==> config.mk <==
export PLATFORM = sky130hd
export DESIGN_NAME = gba_cell
export DESIGN_NICKNAME = d
export VERILOG_FILES = /design/src/rtl/core/gba_pkg.sv /design/src/rtl/core/gba_cell.sv
export SDC_FILE = /design/constraint.sdc
export NUM_CORES = 1
export LEC_CHECK = 0
export ABC_AREA = 1
export BUFFER_PORTS_ARGS = -buffer_cell sky130_fd_sc_hd__buf_2
export CAP_MARGIN = 20
export CORE_UTILIZATION = 52
export DETAILED_ROUTE_END_ITERATION = 10
export GPL_TIMING_DRIVEN = 1
export PLACE_DENSITY = 0.82
export SYNTH_ARGS = -nofsm -noshare
export SYNTH_HDL_FRONTEND = slang
export SYNTH_SLANG_ARGS = --single-unit
==> constraint.sdc <==
create_clock -name i_clk -period 5 [get_ports i_clk]
set_input_delay 0.5 -clock i_clk [delete_from_list [all_inputs] [get_ports i_clk]]
set_output_delay 0.5 -clock i_clk [all_outputs]
set_load 0.03 [all_outputs]
==> src/rtl/core/gba_pkg.sv <==
// shared types and codes of the group-by aggregation table
package gba_pkg;

    localparam int KEY_W = 32;
    localparam int VAL_W = 32;

    // configuration register indexes
    localparam logic REG_AGG_MODE  = 1'b0;
    localparam logic REG_CAP_LIMIT = 1'b1;

    // aggregate modes
    localparam logic [1:0] MODE_COUNT = 2'd0;
    localparam logic [1:0] MODE_SUM   = 2'd1;
    localparam logic [1:0] MODE_AVG   = 2'd2;

    // input actions
    localparam logic ACT_ACCUM = 1'b0;
    localparam logic ACT_FLUSH = 1'b1;

    typedef struct packed {
        logic                    action;
        logic signed [KEY_W-1:0] group_key;
        logic signed [VAL_W-1:0] row_value;
        logic                    value_null;
    } t_in_item;

    typedef struct packed {
        logic signed [KEY_W-1:0] out_key;
        logic signed [VAL_W-1:0] out_total;
        logic signed [VAL_W-1:0] out_rows;
        logic                    last;
    } t_out_item;

    typedef struct packed {
        logic       reg_index;
        logic [5:0] wr_data;
    } t_cfg_item;

    // contents of one table cell
    typedef struct packed {
        logic             valid;
        logic [KEY_W-1:0] key;
        logic [VAL_W-1:0] total;
        logic [VAL_W-1:0] rows;
    } t_entry;

    // control broadcast from the sequencer to every cell
    typedef struct packed {
        logic             cmp_en;
        logic [KEY_W-1:0] key_in;
        logic             upd_en;
        logic             any_hit;
        logic             shift_en;
        logic [1:0]       mode;
        logic [VAL_W-1:0] row_value;
        logic             value_null;
    } t_cell_ctl;

endpackage

==> src/rtl/core/gba_cell.sv <==
// one group slot: key compare, aggregate update, insert and shift to its neighbor
module gba_cell
    import gba_pkg::*;
(
    input  logic      i_clk,
    input  logic      i_rst_n,
    input  t_cell_ctl i_ctl,
    input  logic      i_prev_valid,
    input  t_entry    i_next,
    output t_entry    o_entry,
    output logic      o_match
);

    t_entry r_entry, n_entry;
    logic   r_match, n_match;
    logic [VAL_W-1:0] w_addend;

    always_comb begin
        n_entry = r_entry;
        n_match = r_match;
        w_addend = (i_ctl.mode == MODE_COUNT) ? VAL_W'(1) : i_ctl.row_value;
        if (i_ctl.cmp_en) begin
            n_match = r_entry.valid && (r_entry.key == i_ctl.key_in);
        end
        if (i_ctl.shift_en) begin
            n_entry = i_next;
        end else if (i_ctl.upd_en) begin
            if (i_ctl.any_hit) begin
                // update of the matching group, null rows leave it alone
                if (r_match && !i_ctl.value_null) begin
                    case (i_ctl.mode)
                        MODE_COUNT, MODE_SUM: begin
                            n_entry.total = r_entry.total + w_addend;
                        end
                        MODE_AVG: begin
                            n_entry.total = r_entry.total + w_addend;
                            n_entry.rows  = r_entry.rows + VAL_W'(1);
                        end
                        default: ;
                    endcase
                end
            end else if (!r_entry.valid && i_prev_valid) begin
                // first free slot takes the new key
                n_entry.valid = 1'b1;
                n_entry.key   = i_ctl.key_in;
                n_entry.total = '0;
                n_entry.rows  = '0;
                if (!i_ctl.value_null) begin
                    case (i_ctl.mode)
                        MODE_COUNT: n_entry.total = VAL_W'(1);
                        MODE_SUM:   n_entry.total = i_ctl.row_value;
                        MODE_AVG: begin
                            n_entry.total = i_ctl.row_value;
                            n_entry.rows  = VAL_W'(1);
                        end
                        default: ;
                    endcase
                end
            end
        end
    end

    always_ff @(posedge i_clk) begin
        r_entry.key   <= n_entry.key;
        r_entry.total <= n_entry.total;
        r_entry.rows  <= n_entry.rows;
        if (!i_rst_n) begin
            r_entry.valid <= 1'b0;
            r_match       <= 1'b0;
        end else begin
            r_entry.valid <= n_entry.valid;
            r_match       <= n_match;
        end
    end

    assign o_entry = r_entry;
    assign o_match = r_match;

endmodule

==> metrics.cfg, run 1 <==
[setup_path]
path_cells = buf_2, inv_1, ha_1, buf_4, or2_2, ha_1, fa_1, nand3_1, nand3_1, nand2_1, nand2_1, nand2_1, nand2_1, nand2_1, nand2_1, nand2_1, nand3_1, a21oi_1
cpMostUsedCell = nand2_1
cp.arrival_ns = 3.47
worstReg2RegStart = o_entry[32]$_DFFE_PP_
critical_path_class = in -> reg
critPathMaxFanout = 23
critPathTopFamily = simple AND/OR/NAND/NOR gates
cp-start-kind = input port
critical_path_required_ns = 5.21
slowest_delay_ns = 0.44
r2r-end = o_entry[54]$_DFFE_PP_
worstSetupEndpointType = flip-flop
worstRegToRegCells = 13
slowest_stage = fa_1
r2r_slack_ns = 2.61
worst-path-buf-inv = 3

[place]
pre_cts_ws_ns = 1.408
gp_congestion = 0.9335
postPlaceCellArea_um2 = 9612
port_buffers = 268
detailed_place_hpwl_um = 19870

[clock_network]
htreeDepth = 3
cts_buffer_depth = 2
clockRootBuffer = clkbuf_16
cts_hold_buf = 0
cts.sinks = 98
post_cts_resized = 0
cts_tree = done
clkSlewWorstSetupHoldPaths_ns = 0.07
numCtsBuffers = 9
insertion_delay_ns = 0.36
postCtsSetupRepairBufs = 0

[pwr]
total_leakage_power_uw = 0.005122
irDropWorstVdd_mv = 0.1703
design_power_total_uw = 2813
power.density_nw_per_um2 = 282.9

[timing]
period_share_pct = 65.26
drv_slew = 0
period_needed_ns = 3.263
tightest_slew_ns = 0.8584
final.setup_skew_ns = 0.007955
max_freq_ghz = 0.3065
max_slew_margin_pct = 42.77
hold_violations = 0
fin_ws_ns = 1.737
fin_tns_setup_ns = 0
rsz0062_at_grt = no
setup_viol = 0

[detailed_routing]
routed_wl_um = 25470
drt_pass1_iterations = 5
vias = 8835
route.detailed.wl_per_inst_um = 15.64
drtIter0Drc = 648
postRouteAntennaNets = 0
drc = 0
viasPerCell = 5.424

[status]
status = complete, no violations

[cells_and_area]
final_common_cell = nand2_1
layout_common_cells = nand2_1, buf_2, inv_1
fin_nets = 1642
drive_above_1_share_pct = 23.14
design_area_um2 = 9942
synthToLayoutAreaGrowth_pct = 23.16

[hold_path]
worstHoldStart = i_rst_n
whs_path_depth = 3
hold_class = in -> reg
min_to = o_entry[96]$_SDFFE_PN0P_

[yosys]
synth_top_cell_area_share_pct = 35.71
synthArstFlopShare_pct = 0
syn_nets = 1384
yosys_warnings = 0
yosysUniqueCellTypes = 47
ys_seq_area_share_pct = 36.21
synth_area_um2 = 8073
synth.avg_cell_area_um2 = 6.865
yosysTopAreaCell = edfxtp_1
ys_ff_latch = 98
synthCells = 1176
ys_top_cells_by_area = edfxtp_1, nand2_1, inv_1, nor2_1, ha_1
synth_edf_count = 96
synth_ff_type = edfxtp_1

[floorplanning]
initial_core_util_pct = 53.10
die-area_um2 = 16030
die_h_um = 126.6
fp.dieW_um = 126.6
io_pins = 269
rows = 45
core_um2 = 15200

[grt]
grt-ovfl-total = 0
grt_max_degree = 87
grt_pass1_wl_um = 40240
grt_pass1_vias = 8374
antenna_found_initial = 1
track_usage_pct = 32.14

[flow_run]
maxCapViolations = 0

==> routing by layer <==
layer	share of wire [%]	vias to the layer above	track usage (%)
li1	-	4374	-
met1	39	3980	37.26
met2	49	397	56.97
met3	7.2	84	5.230
met4	4.9	0	17.15
met5	0	-	0
==> through the flow <==
step           hold slack [ns]  util, %  instances
3_5_place_dp            0.4919    63.23       1611
6_report                0.3982    65.40       1629
4_1_cts                 0.3961    65.37       1627
3_3_place_gp            0.4807    63.23       1611
5_1_grt                 0.4162    65.38       1628
2_1_floorplan           0.6057        -       1176
==> state kept, by name, indices dropped and copies added, names as in the netlist <==
| name | flops |
|---|---|
| o_entry | 97 |
| o_match | 1 |
==> cell families after synthesis <==
group                    count (synthesis)  synth area share [%]
AND/OR/NAND/NOR                        646                 33.71
buffers and inverters                  199                 9.439
AO/OA/AOI/OAI                          176                 12.65
flip-flops                              98                 36.21
adder cells (fa/ha/maj)                 37                 5.828
XOR/XNOR                                20                 2.170
==> how the worst max path moves through the flow <==
stage              start               endpoint  slack (ns)  cells past startpoint
2_1_floorplan  i_ctl[36]  o_entry[32]$_DFFE_PP_        1.04                      5
3_3_place_gp   i_ctl[33]  o_entry[62]$_DFFE_PP_        1.52                     17
3_5_place_dp   i_ctl[33]  o_entry[54]$_DFFE_PP_        1.41                     18
4_1_cts        i_ctl[33]  o_entry[54]$_DFFE_PP_        1.80                     18
5_1_grt        i_ctl[33]  o_entry[54]$_DFFE_PP_        1.57                     18
6_report       i_ctl[33]  o_entry[54]$_DFFE_PP_        1.74                     18
==> synthesized netlist by cell type, types with 3 or more instances <==
master / count
a21oi_1: 58
nor4_1: 3
inv_2: 5
o21ai_1: 5
nand2_1: 381
xnor2_1: 8
or2_2: 9
a21o_1: 4
nor3_1: 18
buf_1: 6
edfxtp_1: 96
buf_2: 6
nand3b_1: 5
nand3_1: 63
o2111ai_1: 5
o21bai_1: 9
nor2_1: 124
a31oi_1: 15
xor2_1: 12
o21ai_0: 56
nand4_1: 18
ha_1: 36
clkbuf_1: 15
inv_1: 164
a32o_1: 3
o211ai_1: 11
nand2_2: 8
nor2_2: 8
==> worst min-delay path, stage by stage <==
cell and delay, ns:
buf_2 0.10, o221ai_1 0.06, inv_1 0.04
==> layout make-up <==
type / instances / area, um^2
antenna: 2 / 5.005
inverter: 170 / 638.1
timing repair buffer: 276 / 1404
sequential: 98 / 2923
fill: 1405 / 5260
clock buffer: 9 / 225.2
clock inverter: 7 / 100.1
multi-input combinational: 879 / 4412
tap: 188 / 235.2
==> power by group <==
group          internal (uW)  switching, uW  total (uW)
clock                    444            339         783
combinational            314            642         956
sequential              1010           68.3        1070
(Power assumes the default switching activity.)
==> run 2: changes to the inputs <==
==> constraint.sdc (replaced) <==
create_clock -name i_clk -period 3.15 [get_ports i_clk]
set_input_delay 0.315 -clock i_clk [delete_from_list [all_inputs] [get_ports i_clk]]
set_output_delay 0.315 -clock i_clk [all_outputs]
set_load 0.03 [all_outputs]
==> run 2 against run 1 <==
Clock skew is 0.0027 ns higher. Via count is 0.36% lower. Critical path type unchanged. Design area hardly changed. Worst setup slack worse by 1.3 ns. Largest power group unchanged. Register-to-register slack worse by 1.9 ns. Hold slack worse by 0.19 ns. Core utilization hardly changed.
==> metrics.cfg, run 2 (synthesis results as in run 1) <==
[status]
status = complete, no violations

[cells_and_area]
drive_above_1_share_pct = 23.25
final_common_cell = nand2_1
fillers = 1375
synthToLayoutAreaGrowth_pct = 23.12
layout_common_cells = nand2_1, buf_2, inv_1
fin_nets = 1644
largest_register_ffs = 97

[grt]
antenna_found_initial = 3
grt_pass1_wl_um = 39830
grt-ovfl-total = 0
grt_pass1_vias = 8279
grt_max_degree = 89
track_usage_pct = 31.78

[detailed_routing]
postRouteAntennaNets = 0
drt_pass1_iterations = 5
routed_wl_um = 25450
drtIter0Drc = 598
drc = 0
viasPerCell = 5.397
vias = 8803
route.detailed.wl_per_inst_um = 15.61

[pwr]
clkPwrFrac_pct = 25.8
irDropWorstVdd_mv = 0.2717
switchingPower_uw = 1682
seqPwrFrac_pct = 39.3
p_int_uw = 2651
total_leakage_power_uw = 0.005118
power.density_nw_per_um2 = 435.9
switching_share_pct = 38.81
power_frac_comb_pct = 34.9

[clock_network]
numCtsBuffers = 9
insertion_delay_ns = 0.36
htreeDepth = 3
clockRootBuffer = clkbuf_16
cts_hold_buf = 0
cts.sinks = 98
postCtsSetupRepairBufs = 0
cts_buffer_depth = 2
post_cts_resized = 0
clkSlewWorstSetupHoldPaths_ns = 0.08
cts_tree = done

[timing]
max_slew_margin_pct = 42.56
max_freq_ghz = 0.3742
rsz0062_at_grt = no
drv_slew = 0
period_share_pct = 84.83
tightest_slew_ns = 0.8616
period_needed_ns = 2.672
hold-worst-slack_ns = 0.2093
fin_tns_setup_ns = 0
setup_viol = 0
hold_violations = 0
final.setup_skew_ns = 0.01070

[setup_path]
critPathMaxFanout = 5
worstReg2RegStart = o_entry[32]$_DFFE_PP_
r2r-end = o_entry[62]$_DFFE_PP_
cp.arrival_ns = 2.79
critical_path_class = in -> reg
worstSetupEndpointType = flip-flop
cp-start-kind = input port
r2r_slack_ns = 0.75
worstRegToRegCells = 12
critical_path_required_ns = 3.26

[floorplanning]
io_pins = 269
rows = 45
core_um2 = 15200
initial_core_util_pct = 53.10
die-area_um2 = 16030
fp.dieW_um = 126.6
die_h_um = 126.6

[flow_run]
maxCapViolations = 0

[hold_path]
hold_class = in -> reg
min_to = o_entry[96]$_SDFFE_PN0P_
whs_path_depth = 3
worstHoldStart = i_rst_n

[place]
gp_congestion = 0.9465
detailed_place_hpwl_um = 19650
port_buffers = 268

run 2: cell types whose count changed in the layout (fill, tap and decap cells not counted), sizes merged:
cell and delta:
buf +2, bufinv -2, clkinv +2
run 2: how the worst max path moves through the flow:
stage	start	end	cells after the start
floorplan	i_ctl[36]	o_entry[0]$_DFFE_PP_	7
global placement	i_ctl[33]	o_entry[62]$_DFFE_PP_	16
detailed placement	i_ctl[33]	o_entry[54]$_DFFE_PP_	16
CTS	i_ctl[33]	o_entry[62]$_DFFE_PP_	16
global route	i_ctl[33]	o_entry[62]$_DFFE_PP_	17
finish	i_ctl[33]	o_entry[62]$_DFFE_PP_	16
run 2: power groups by stage:
stage	clock network, uW	registers, uW	logic [uW]
2_1_floorplan	0	1950	793
3_3_place_gp	0	1730	1470
3_5_place_dp	0	1730	1500
4_1_cts	1120	1700	1500
5_1_grt	1160	1720	1670
6_report	1120	1700	1510
run 2: worst max-delay path, cell delays in order:
cell	delay (ns)
buf_2	0.11
inv_1	0.07
ha_1	0.25
or2_2	0.34
ha_1	0.22
fa_1	0.43
nand3_1	0.11
nand3_1	0.20
nand2_1	0.13
nand2_1	0.08
nand2_1	0.07
nand2_1	0.13
nand2_1	0.12
nand3_1	0.07
nand3_1	0.09
a21oi_1	0.07
run 2: final cells by class:
class                           count  area (um^2)  share of cell area [%]
Clock inverter                      7        63.81                  0.6420
Clock buffer                        9        225.2                   2.266
Inverter                          170        638.1                   6.420
Sequential cell                    98         2923                   29.41
Timing Repair Buffer              278         1431                   14.40
Multi-Input combinational cell    879         4418                   44.45
Tap cell                          188        235.2                   2.367
Antenna cell                        2        5.005                 0.05035
run 2: per-stage QoR:
stage | setup WS [ns] | util (%) | instances | cell area, um^2 | total power, uW
floorplan | 0.4209 | - | 1176 | 8083 | 2740
global placement | 0.2489 | 63.45 | 1613 | 9646 | 3202
detailed placement | 0.1716 | 63.45 | 1613 | 9646 | 3229
CTS | 0.5200 | 65.35 | 1629 | 9935 | 4327
global route | 0.3277 | 65.38 | 1631 | 9940 | 4555
finish | 0.4778 | 65.38 | 1631 | 9940 | 4333
run 2: routing by layer:
layer / wire length [um] / part of all wire, % / vias up / GRT usage, %
met1: 9954 / 39 / 3957 / 36.31
met3: 1904 / 7.5 / 71 / 6.031
met5: 13 / 0.051 / - / 0
met4: 978 / 3.8 / 2 / 14.17
li1: - / - / 4378 / -
met2: 12600 / 50 / 395 / 57.59
